## config.mk

```make
export PLATFORM = sky130hd
export DESIGN_NAME = lcra_nbr
export DESIGN_NICKNAME = d
export VERILOG_FILES = /design/src/lcra_pkg.sv /design/src/lcra_nbr.sv
export SDC_FILE = /design/constraint.sdc
export NUM_CORES = 1
export LEC_CHECK = 0
export ABC_AREA = 1
export BUFFER_PORTS_ARGS = -buffer_cell sky130_fd_sc_hd__buf_2
export CAP_MARGIN = 10
export CORE_ASPECT_RATIO = 1.4
export CORE_MARGIN = 5
export CORE_UTILIZATION = 55
export DETAILED_ROUTE_END_ITERATION = 12
export GPL_ROUTABILITY_DRIVEN = 0
export PLACE_DENSITY = 0.9
export SYNTH_ARGS = -nofsm -noshare
export SYNTH_HDL_FRONTEND = slang
export SYNTH_SLANG_ARGS = --single-unit
```

## constraint.sdc

```tcl
create_clock -name vclk -period 18.5
set_input_delay 3.7 -clock vclk [all_inputs]
set_output_delay 3.7 -clock vclk [all_outputs]
set_load 0.02 [all_outputs]
```

## src/lcra_pkg.sv

```systemverilog
`default_nettype none

package lcra_pkg;

   localparam int CFG_W   = 7;
   localparam int AREA_W  = 13;
   localparam int NBR_CNT = 8;
   localparam logic [AREA_W-1:0] AREA_MAX = 13'd8191;

   typedef enum logic [2:0] {
      ST_LOAD,
      ST_PREP,
      ST_SCAN_RD,
      ST_SCAN_CHK,
      ST_POP,
      ST_POPW,
      ST_NB,
      ST_DONE
   } state_type;

   // direction of one of the eight neighbors
   typedef struct packed {
      logic up;
      logic down;
      logic left;
      logic right;
   } nbr_dir_type;

   function automatic nbr_dir_type nbr_dir(input logic [2:0] k);
      nbr_dir_type d;
      d = '0;
      unique case (k)
         3'd0: d = '{up: 1'b1, down: 1'b0, left: 1'b1, right: 1'b0};
         3'd1: d = '{up: 1'b1, down: 1'b0, left: 1'b0, right: 1'b0};
         3'd2: d = '{up: 1'b1, down: 1'b0, left: 1'b0, right: 1'b1};
         3'd3: d = '{up: 1'b0, down: 1'b0, left: 1'b1, right: 1'b0};
         3'd4: d = '{up: 1'b0, down: 1'b0, left: 1'b0, right: 1'b1};
         3'd5: d = '{up: 1'b0, down: 1'b1, left: 1'b1, right: 1'b0};
         3'd6: d = '{up: 1'b0, down: 1'b1, left: 1'b0, right: 1'b0};
         3'd7: d = '{up: 1'b0, down: 1'b1, left: 1'b0, right: 1'b1};
         default: d = '0;
      endcase
      return d;
   endfunction

endpackage

`default_nettype wire

```

## src/lcra_nbr.sv

```systemverilog
`default_nettype none

// Address and column of one neighbor of the popped pixel, with bounds check.
module lcra_nbr #(
   parameter int ADDR_W = 12,
   parameter int COL_W  = 6,
   parameter int WID_W  = 7,
   parameter int CNT_W  = 13
) (
   input  wire logic [ADDR_W-1:0] pos,
   input  wire logic [COL_W-1:0]  col,
   input  wire logic [2:0]        k,
   input  wire logic [WID_W-1:0]  width,
   input  wire logic [CNT_W-1:0]  count,
   output logic                   nbr_valid,
   output logic      [ADDR_W-1:0] nbr_addr,
   output logic      [COL_W-1:0]  nbr_col
);

   localparam int QW = ADDR_W + 2;

   lcra_pkg::nbr_dir_type dir;
   logic [QW-1:0]         q;
   logic                  row_ok;
   logic                  col_ok;

   always_comb begin
      dir    = lcra_pkg::nbr_dir(k);
      row_ok = !dir.up || (QW'(pos) >= QW'(width));
      col_ok = (!dir.left || (col != '0)) &&
               (!dir.right || ((WID_W+1)'(col) + (WID_W+1)'(1) < (WID_W+1)'(width)));
      q = QW'(pos);
      if (dir.down) begin
         q = q + QW'(width);
      end
      if (dir.up) begin
         q = q - QW'(width);
      end
      if (dir.right) begin
         q = q + QW'(1);
      end
      if (dir.left) begin
         q = q - QW'(1);
      end
      nbr_valid = row_ok && col_ok && (q < QW'(count));
      nbr_addr  = q[ADDR_W-1:0];
      if (dir.left) begin
         nbr_col = col - COL_W'(1);
      end else if (dir.right) begin
         nbr_col = col + COL_W'(1);
      end else begin
         nbr_col = col;
      end
   end

endmodule

`default_nettype wire

```

Word level (Yosys, flattened, before mapping)
Memories as Yosys holds them, arrays and structs flattened.
Cells that the tools add are included.

storage, ports and cells
  flip-flop bits (word level) = 0
  memory bits (read-only) = 32
  input port bits = 41
  output and inout port bits = 19
  memories = 1
  word-level logic and storage cells = 27

memory list
  name             depth  bits a word  rd ports  clocked after Yosys merged registers in  wr ports  RTL line        source
  (no name shown)  8      4            1         0                                        0         lcra_pkg.sv:32  unique case (k)

cells by class
  reductions and logical operators = 10
  muxes and demuxes = 6
  magnitude comparators = 3
  add/subtract/negate cells = 7

operators with widths
  cell                                                                  number
  14-bit 2-to-1 mux                                                     3
  14-bit by 1-bit adder with 14-bit output, second input constant       1
  14-bit by 13-bit less-than comparator with 1-bit output               1
  14-bit by 1-bit subtractor with 14-bit output, second input constant  1
  14-bit by 7-bit subtractor with 14-bit output                         1
  12-bit by 7-bit adder with 13-bit output                              1
  13-bit 2-to-1 mux                                                     1
  12-bit by 7-bit greater-or-equal comparator with 1-bit output         1
  6-bit 2-to-1 mux                                                      2
  6-bit by 1-bit adder with 7-bit output, second input constant         1
  7-bit less-than comparator                                            1
  6-bit by 1-bit adder with 6-bit output, second input constant         1
  6-bit nonzero test                                                    1
  6-bit by 1-bit subtractor with 6-bit output, second input constant    1
  1-bit logical AND                                                     3
  1-bit zero test                                                       3
  1-bit logical OR                                                      3

Longest topological paths before layout
Gate-level depths: netlist of the first run.

  depth after elaboration = 10
  depth in mapped cells = 36
  depth with buffers taken out = 36

Worst setup path after synthesis of the first run
OpenSTA, ideal clock, no wires.

  path type = input port to output port
  start = input width[0]
  end = output nbr_valid
  path slack = 6.630 ns
  stages = 25
  arrival = 8.170 ns
  cell sequence = ha_1 fa_1 inv_1 nand2_1 and2_1 inv_1 fa_1 or2_1 nand2_2 ha_1 o21ai_0 nand4_1 a21oi_2 nand3_1 nor2_2 nand3_2 xor2_1 ha_1 inv_1 nor3_1 a211oi_1 a21oi_1 o21ai_0 nand2_1 nor2_1

between the ends
  longest elaborated chain between the ends = 10

ends and longest elaborated chain
  element                                                      RTL line        source
  start, declared                                              lcra_nbr.sv:13  input wire logic [WID_W-1:0] width,
  12-bit by 7-bit adder with 13-bit output                     lcra_nbr.sv:34  q = q + QW'(width);
  13-bit 2-to-1 mux                                            lcra_nbr.sv:33  if (dir.down) begin
  14-bit by 7-bit subtractor with 14-bit output                lcra_nbr.sv:37  q = q - QW'(width);
  14-bit 2-to-1 mux (*)                                        lcra_nbr.sv:36  if (dir.up) begin
  14-bit by 1-bit adder with 14-bit output                     lcra_nbr.sv:40  q = q + QW'(1);
  14-bit 2-to-1 mux (*)                                        lcra_nbr.sv:39  if (dir.right) begin
  14-bit by 1-bit subtractor with 14-bit output                lcra_nbr.sv:43  q = q - QW'(1);
  14-bit 2-to-1 mux (*)                                        lcra_nbr.sv:42  if (dir.left) begin
  net nbr_addr[9]                                              lcra_nbr.sv:16  output logic [ADDR_W-1:0] nbr_addr,
  14-bit by 13-bit less-than comparator with 1-bit output (*)  lcra_nbr.sv:45  nbr_valid = row_ok && col_ok && (q < QW'(count));
  1-bit logical AND (*)                                        lcra_nbr.sv:45
  end, declared                                                lcra_nbr.sv:15  output logic nbr_valid,

The timed path passes the listed nets; every way through them passes the cells marked *.

Final worst setup path of the first run
  start = input width[0]
  end = output nbr_valid

between the ends
  longest elaborated chain between the ends = 10

ends and longest elaborated chain
  element                                                  RTL line
  12-bit by 7-bit adder with 13-bit output                 lcra_nbr.sv:34
  13-bit 2-to-1 mux                                        lcra_nbr.sv:33
  14-bit by 7-bit subtractor with 14-bit output            lcra_nbr.sv:37
  14-bit 2-to-1 mux                                        lcra_nbr.sv:36
  14-bit by 1-bit adder with 14-bit output                 lcra_nbr.sv:40
  14-bit 2-to-1 mux                                        lcra_nbr.sv:39
  14-bit by 1-bit subtractor with 14-bit output            lcra_nbr.sv:43
  14-bit 2-to-1 mux                                        lcra_nbr.sv:42
  14-bit by 13-bit less-than comparator with 1-bit output  lcra_nbr.sv:45
  1-bit logical AND (*)                                    lcra_nbr.sv:45

Mark *: on every way between the ends. The rest lies on a longest branch, timed or not.

==> results of run 1 <==
[metrics by stage]
| step | setup slack [ps] | util | power, mW | hold slack [ps] |
|---|---|---|---|---|
| floorplan | 6630 | - | 0.0927 | 7600 |
| global placement | 6590 | 0.638 | 0.119 | 7790 |
| detailed placement | 6390 | 0.638 | 0.122 | 7780 |
| CTS | 6390 | 0.638 | 0.123 | 7790 |
| global route | 5980 | 0.638 | 0.139 | 7830 |
| finish | 6420 | 0.638 | 0.122 | 7790 |
[metal layers]
metal,vias up,GRT usage,share of wire
li1,1791,-,-
met1,1493,0.212,0.39
met2,63,0.405,0.55
met3,12,0.00725,0.038
met4,0,0.0420,0.016
met5,-,0,0
[logic make-up after synthesis]
family	after synthesis	share of synthesized area
xor+xnor	13	0.0406
simple gates	311	0.517
compound gates	46	0.0921
mux	1	0.00335
fa+ha+maj	50	0.214
buf+inv	102	0.133
[report_power, final]
group	internal, mW	switching, mW	total [mW]	leakage, nW
clock	0	0	0	0
combinational	0.0430	0.0793	0.122	1.98
sequential	0	0	0	0
[worst paths after layout]
check / slack [ps] / end / from
worst max-delay path: 6420 / nbr_valid / width[0]
worst min-delay path: 7790 / nbr_col[5] / col[5]
[layout by cell type, fill, tap and decap left out, drive strengths merged]
| cell type | count |
|---|---|
| nor3 | 5 |
| a21o | 1 |
| inv | 98 |
| a21oi | 17 |
| a221oi | 1 |
| nand3b | 5 |
| fa | 2 |
| o21bai | 3 |
| o221ai | 1 |
| buf | 60 |
| and2 | 4 |
| mux2i | 1 |
| or2 | 7 |
| xor2 | 13 |
| a21boi | 1 |
| o21ai | 15 |
| nand2b | 1 |
| nand4 | 14 |
| nand2 | 168 |
| o211ai | 5 |
| nor4 | 2 |
| nand3 | 61 |
| ha | 48 |
| nor2 | 44 |
| a211oi | 2 |
[worst max-delay path, delay by kind of cell]
kind / cells / cell delay [ps]
AND/OR/NAND/NOR: 12 / 1290
adder cells (fa/ha/maj): 6 / 1860
AO/OA/AOI/OAI: 6 / 1070
buffers and inverters: 5 / 450
[final cells by class]
type | instances | area (µm²) | area share
multi-input cells | 421 | 2590 | 0.775
inverters | 98 | 368 | 0.110
repair buffers | 60 | 300 | 0.0898
well taps | 66 | 82.6 | 0.0247
==> impl_metrics.tcl, run 1 <==
set metrics [dict create \
    slowest_stage "fa_1" \
    min_path_cells 3 \
    yosys_warnings 0 \
    max-cap-violations 0 \
    nets 672 \
    path_max_fanout 4 \
    first_pass_iters 5 \
    dpl.hpwl_um 6290 \
    max_freq_mhz 82.8 \
    max-vdd-ir-drop_mv 0.0190 \
    hold_viol 0 \
    drc 0 \
    path_class "in -> out" \
    fin_crit_sh 0.653 \
    regArea_um2 0 \
    yosys.area.top_type_share 0.201 \
    syn_inst 523 \
    die_h_um 97.2 \
    rows 31 \
    final_area_um2 3340 \
    worstHoldPathType "in -> out" \
    coreArea_um2 5240 \
    tightest_slew_ps 841 \
    area_growth_pct 11.8 \
    synthesis.area_um2 2990 \
    grt_max_degree 18 \
    cts_resized 0 \
    antenna_found_initial 0 \
    die_w_um 72.3 \
    clock_buffers 0 \
    start_kind "primary input" \
    num-fill-cells 510 \
    tns_ps 0 \
    drive_gt1_frac 0.202 \
    fin_crit_ps 12080 \
    placed_cell_area_um2 3340 \
    ys_seq_area_frac 0 \
    dr_total_vias 3359 \
    grt_usage 0.198 \
    slowest_delay_ps 490 \
    portBuffers 60 \
    outcome "completed" \
    routedWlPerCell_um 10.9 \
    end_kind "output port" \
    leakage_nw 1.98 \
    antennaDiodeCount 0 \
    cts_hold_buf 0 \
    syn-num-nets 614 \
    synth_common_cells "147 x nand2_1, 91 x inv_1, 53 x nand3_1, 48 x ha_1, 32 x nor2_1" \
    synth_most_common_cell "nand2_1" \
    grt_pass1_wl_um 12200 \
    placedCellCount 645 \
    cts_setup_buffers 0 \
    grt_pass1_vias 3180 \
    relSlewSlack 0.434 \
    required_ps 14800 \
    slew_viol_final 0 \
    grt-ovfl-total 0 \
    n_sequential_cell 0 \
    start_util 0.571 \
    final_cells 645 \
    io_pins 60 \
    wirelength_um 7020 \
    viasPerCell 5.21 \
    drtIter0Drc 129 \
    synth.top_cells.by_area "ha_1 20%, nand2_1 18%, inv_1 11%, nand3_1 8.9%, nor2_1 4.0%" \
    die_area_um2 7030 \
    rsz0062_at_grt "no" \
    synth.distinct_cells 41 \
    cp_data_arrival_time_ps 8380 \
    finalSetupViolCount 0 \
    antenna_left 0 \
    synth_top_area_cell "ha_1" \
    p_per_area_nw_per_um2 36.6 \
    synth_area_per_cell_um2 5.72 \
]
Note: power is estimated with default switching activity, not from simulation.
==> run 2, diff against run 1 <==
--- a/config.mk
+++ b/config.mk
@@ -5,15 +5,15 @@
 export SDC_FILE = /design/constraint.sdc
 export NUM_CORES = 1
 export LEC_CHECK = 0
-export ABC_AREA = 1
+export ABC_AREA = 0
 export BUFFER_PORTS_ARGS = -buffer_cell sky130_fd_sc_hd__buf_2
 export CAP_MARGIN = 10
 export CORE_ASPECT_RATIO = 1.4
 export CORE_MARGIN = 5
-export CORE_UTILIZATION = 55
+export CORE_UTILIZATION = 53
 export DETAILED_ROUTE_END_ITERATION = 12
 export GPL_ROUTABILITY_DRIVEN = 0
-export PLACE_DENSITY = 0.9
+export PLACE_DENSITY = 0.92
 export SYNTH_ARGS = -nofsm -noshare
 export SYNTH_HDL_FRONTEND = slang
 export SYNTH_SLANG_ARGS = --single-unit
==> constraint.sdc (replaced) <==
create_clock -name vclk -period 10.7
set_input_delay 2.14 -clock vclk [all_inputs]
set_output_delay 2.14 -clock vclk [all_outputs]
set_load 0.02 [all_outputs]
==> run 2 against run 1 <==
  * First-iteration DRC count increased by 0.78%
  * Count of clock-buffer cells in the layout did not move
  * Worst hold slack got worse by 3100 ps
  * Highest routed layer unchanged
==> impl_metrics.tcl, run 2 <==
set metrics [dict create \
    outcome "completed" \
    area_growth_pct 13.3 \
    dpl.hpwl_um 5870 \
    max_freq_mhz 97.6 \
    max-vdd-ir-drop_mv 0.0345 \
    tightest_slew_ps 584 \
    antenna_left 0 \
    drtIter0Drc 130 \
    max-cap-violations 0 \
    ys_seq_area_frac 0 \
    rows 30 \
    hold_viol 0 \
    viasPerCell 6.01 \
    antennaDiodeCount 0 \
    regArea_um2 0 \
    drc 0 \
    synth_top_area_cell "ha_1" \
    dr_total_vias 2857 \
    coreArea_um2 4840 \
    end_kind "output port" \
    die_area_um2 6510 \
    die_w_um 69.6 \
    grt-ovfl-total 0 \
    route.met2.wl_um 3690 \
    io_pins 60 \
    start_kind "primary input" \
    final_common_cell "buf_2" \
    fin_crit_ps 10240 \
    leakage_nw 1.45 \
    antenna_found_initial 0 \
    timing.hold.ws_ps 4650 \
    m1WireLength_um 2510 \
    highest_layer "met4" \
    grt_pass1_vias 2816 \
    hold_start "col[4]" \
    synth.top_cells.by_area "ha_1 23%, xnor2_1 6.3%, xor2_1 6.0%, inv_1 4.4%, a21oi_1 3.6%" \
    worstHoldPathType "in -> out" \
    clock_buffers 0 \
    synthesis.area_um2 2640 \
    rsz0062_at_grt "no" \
    portBuffers 60 \
    start_util 0.545 \
    syn-num-nets 449 \
    slew_viol_final 0 \
    grt_max_degree 16 \
    nets 504 \
    tns_ps 0 \
    finalSetupViolCount 0 \
    n_sequential_cell 0 \
    min_path_cells 3 \
    fin_crit_sh 0.957 \
    cp_data_arrival_time_ps 8100 \
    p_per_area_nw_per_um2 73.3 \
    required_ps 8560 \
    relSlewSlack 0.609 \
    synth_area_per_cell_um2 7.37 \
    grt_usage 0.205 \
    mostFrequentLayoutCells "60 x buf_2, 48 x ha_1, 31 x inv_1" \
    grt_pass1_wl_um 11700 \
    cts_hold_buf 0 \
    path_class "in -> out" \
    synth_most_common_cell "ha_1" \
    startpoint "k[0]" \
    wl_met3_um 387 \
    path_max_fanout 15 \
    yosys.area.top_type_share 0.228 \
    synth.distinct_cells 62 \
    drive_gt1_frac 0.195 \
    synth_common_cells "48 x ha_1, 31 x inv_1, 24 x nand2_1, 23 x nor2_1" \
    syn_inst 358 \
    routedWlPerCell_um 14.4 \
    wirelength_um 6830 \
    yosys_warnings 0 \
    die_h_um 93.5 \
    first_pass_iters 5 \
]
## run 2: cell count changes in the layout (fill, tap and decap cells not counted), moves of 9 or more
cell      previous run  this run
nand2_2             16         0
nor2b_1              0         9
nand2b_1             1        11
nand2_1            147        24
a21o_1               1        11
nand3_1             53         9
xnor2_1              0        19
inv_1               91        31
nor2_1              32        23
## run 2: critical path: stages
cell	delay, ps
buf_2	100
inv_1	60
ha_1	240
nand2b_2	320
nor2_1	130
a21oi_1	50
ha_1	220
fa_1	440
inv_1	70
mux2i_1	60
o21ai_0	310
ha_1	230
nand3_1	110
or2_2	360
xor2_1	180
or4_4	560
nor3b_4	250
mux2i_1	240
xor2_1	200
ha_1	270
a21oi_1	170
nand2b_1	110
a2111oi_0	460
o21ai_0	150
o311ai_0	130
nand4_1	150
a41oi_1	190
buf_2	190
## run 2: area by class of cell
class              instances  area [µm²]
well taps                 64        80.1
repair buffers            61         308
inverters                 31         116
fillers                  446        1850
multi-input cells        319        2480
## run 2: cell families after synthesis
| kind of cell | share of synthesized area |
|---|---|
| muxes | 0.0422 |
| and+or+nand+nor | 0.275 |
| AOI/OAI and AO/OA | 0.249 |
| buffers and inverters | 0.0593 |
| adders and majority gates | 0.243 |
| xor gates and xnor gates | 0.131 |
## run 2: what timing repair did
item                       4_1_cts  5_1_grt
setup endpoints to repair        0        1
resized for setup                0        1
hold endpoints to repair         0        0
buffers inserted                 0        0
## run 2: final timing paths
path	end	slack, ps
max	nbr_valid	460
min	nbr_col[4]	4650
## run 2: power by group
group | internal, mW | total, mW | switching [mW]
registers | 0 | 0 | 0
clock network | 0 | 0 | 0
logic | 0.0881 | 0.219 | 0.131
## run 2: through the flow
stage,setup WS (ps),util,cells,total power [mW],area (µm²)
detailed placement,364,0.617,475,0.217,2990
global placement,695,0.617,475,0.209,2990
floorplan,765,-,358,0.161,2640
CTS,368,0.617,475,0.218,2990
finish,458,0.617,475,0.219,2990
global route,16.9,0.617,475,0.243,2990
## run 2: metal layers
layer  track usage  vias up
met5             0        -
met4        0.0735        0
met3        0.0247       26
met2         0.411      106
met1         0.214     1317
li1              -     1408
==> run 3, diff against run 2 <==
--- a/config.mk
+++ b/config.mk
@@ -8,7 +8,7 @@
 export ABC_AREA = 0
 export BUFFER_PORTS_ARGS = -buffer_cell sky130_fd_sc_hd__buf_2
 export CAP_MARGIN = 10
-export CORE_ASPECT_RATIO = 1.4
+export CORE_ASPECT_RATIO = 0.75
 export CORE_MARGIN = 5
 export CORE_UTILIZATION = 53
 export DETAILED_ROUTE_END_ITERATION = 12
==> run 3 against run 2 <==
  * Highest routed layer unchanged
  * Count of clock-buffer cells in the layout is the same
  * Routed wire length down 0.63%
  * Final area up 0.50%
==> impl_metrics.tcl, run 3 (same netlist as run 2, synthesis figures left out) <==
set metrics [dict create \
    outcome "completed" \
    required_ps 8560 \
    end_kind "output port" \
    finalSetupViolCount 0 \
    routedWlPerCell_um 14.4 \
    drc 0 \
    tns_ps 0 \
    worstHoldPathType "in -> out" \
    antenna_left 0 \
    p_int_mw 0.0892 \
    fin_crit_ps 10050 \
    antenna_found_initial 0 \
    swShare 0.595 \
    drtIter0Drc 135 \
    hold_start "col[3]" \
    combPwrFrac 1.000 \
    tightest_slew_ps 506 \
    grt_usage 0.195 \
    slowest_stage "or4_4" \
    p_per_area_nw_per_um2 73.4 \
    path_max_fanout 4 \
    grt-ovfl-total 0 \
    dr_total_vias 2789 \
    drive_gt1_frac 0.199 \
    slew_viol_final 0 \
    final_util 0.620 \
    die_w_um 91.5 \
    seq_power_share 0 \
    die_h_um 71.1 \
    n_sequential_cell 0 \
    dpl.hpwl_um 5780 \
    p_sw_mw 0.131 \
    rsz0062_at_grt "no" \
    power_frac_clock 0 \
    final_area_um2 3000 \
    area_growth_pct 13.8 \
    nets 505 \
    slowest_delay_ps 570 \
    relSlewSlack 0.656 \
    max_freq_mhz 99.5 \
    startpoint "width[0]" \
    max-cap-violations 0 \
    grt_pass1_wl_um 11300 \
    path_class "in -> out" \
    p_total_mw 0.220 \
    first_pass_iters 4 \
    cp_data_arrival_time_ps 7910 \
    grt_pass1_vias 2622 \
    rows 22 \
    coreArea_um2 4840 \
    clock_buffers 0 \
    wirelength_um 6790 \
    grt_max_degree 16 \
    start_kind "primary input" \
    portBuffers 60 \
    timing.hold.ws_ps 4660 \
    start_util 0.545 \
    antennaDiodeCount 0 \
    final_common_cell "buf_2" \
    io_pins 60 \
    fin_crit_sh 0.939 \
    max-vdd-ir-drop_mv 0.0383 \
    die_area_um2 6500 \
    path_common_cell "ha_1" \
    hold_viol 0 \
    placed_cell_area_um2 2980 \
    mostFrequentLayoutCells "60 x buf_2, 48 x ha_1, 31 x inv_1" \
    regArea_um2 0 \
    viasPerCell 5.91 \
    leakage_nw 1.46 \
]
run 3: cell types whose count changed in the layout (fill, tap and decap cells not counted), sizes merged:
cell,change
buf,+1
run 3: final timing paths:
path	end	slack, ps	cells after the start
worst max-delay path	nbr_valid	650	27
worst min-delay path	nbr_col[3]	4660	3
run 3: power groups by stage:
stage	logic (mW)	registers [mW]	clock network (mW)
after global routing	0.244	0	0
after detailed placement	0.216	0	0
final	0.220	0	0
after floorplan	0.161	0	0
after global placement	0.209	0	0
after CTS	0.218	0	0
run 3: repair_timing:
item,CTS,global route
buffers inserted,0,1
endpoints found under the setup margin,0,1
hold endpoints to repair,0,0
hold buffers,0,0
resized for setup,0,5
run 3: critical path: cells and delay by family:
kind	cells	cell delay [ps]
adders and majority gates	5	1720
buffers and inverters	4	460
muxes	2	310
xor gates and xnor gates	2	390
and+or+nand+nor	8	1680
AOI/OAI and AO/OA	6	1200
run 3: area by class of cell:
type,instances,area [µm²]
multi-input cells,319,2500
repair buffers,62,315
inverters,31,116
fillers,431,1840
well taps,60,75.1
run 3: through the flow:
stage | cells | worst slack (ps)
floorplan | 358 | 765
detailed placement | 471 | 385
finish | 472 | 652
global route | 472 | 11.9
global placement | 471 | 695
CTS | 471 | 377
run 3: per-layer routing:
layer / wire [µm] / global-route usage
met5: 0 / 0
met4: 84 / 0.0326
met3: 390 / 0.0138
met2: 3130 / 0.334
met1: 3180 / 0.270
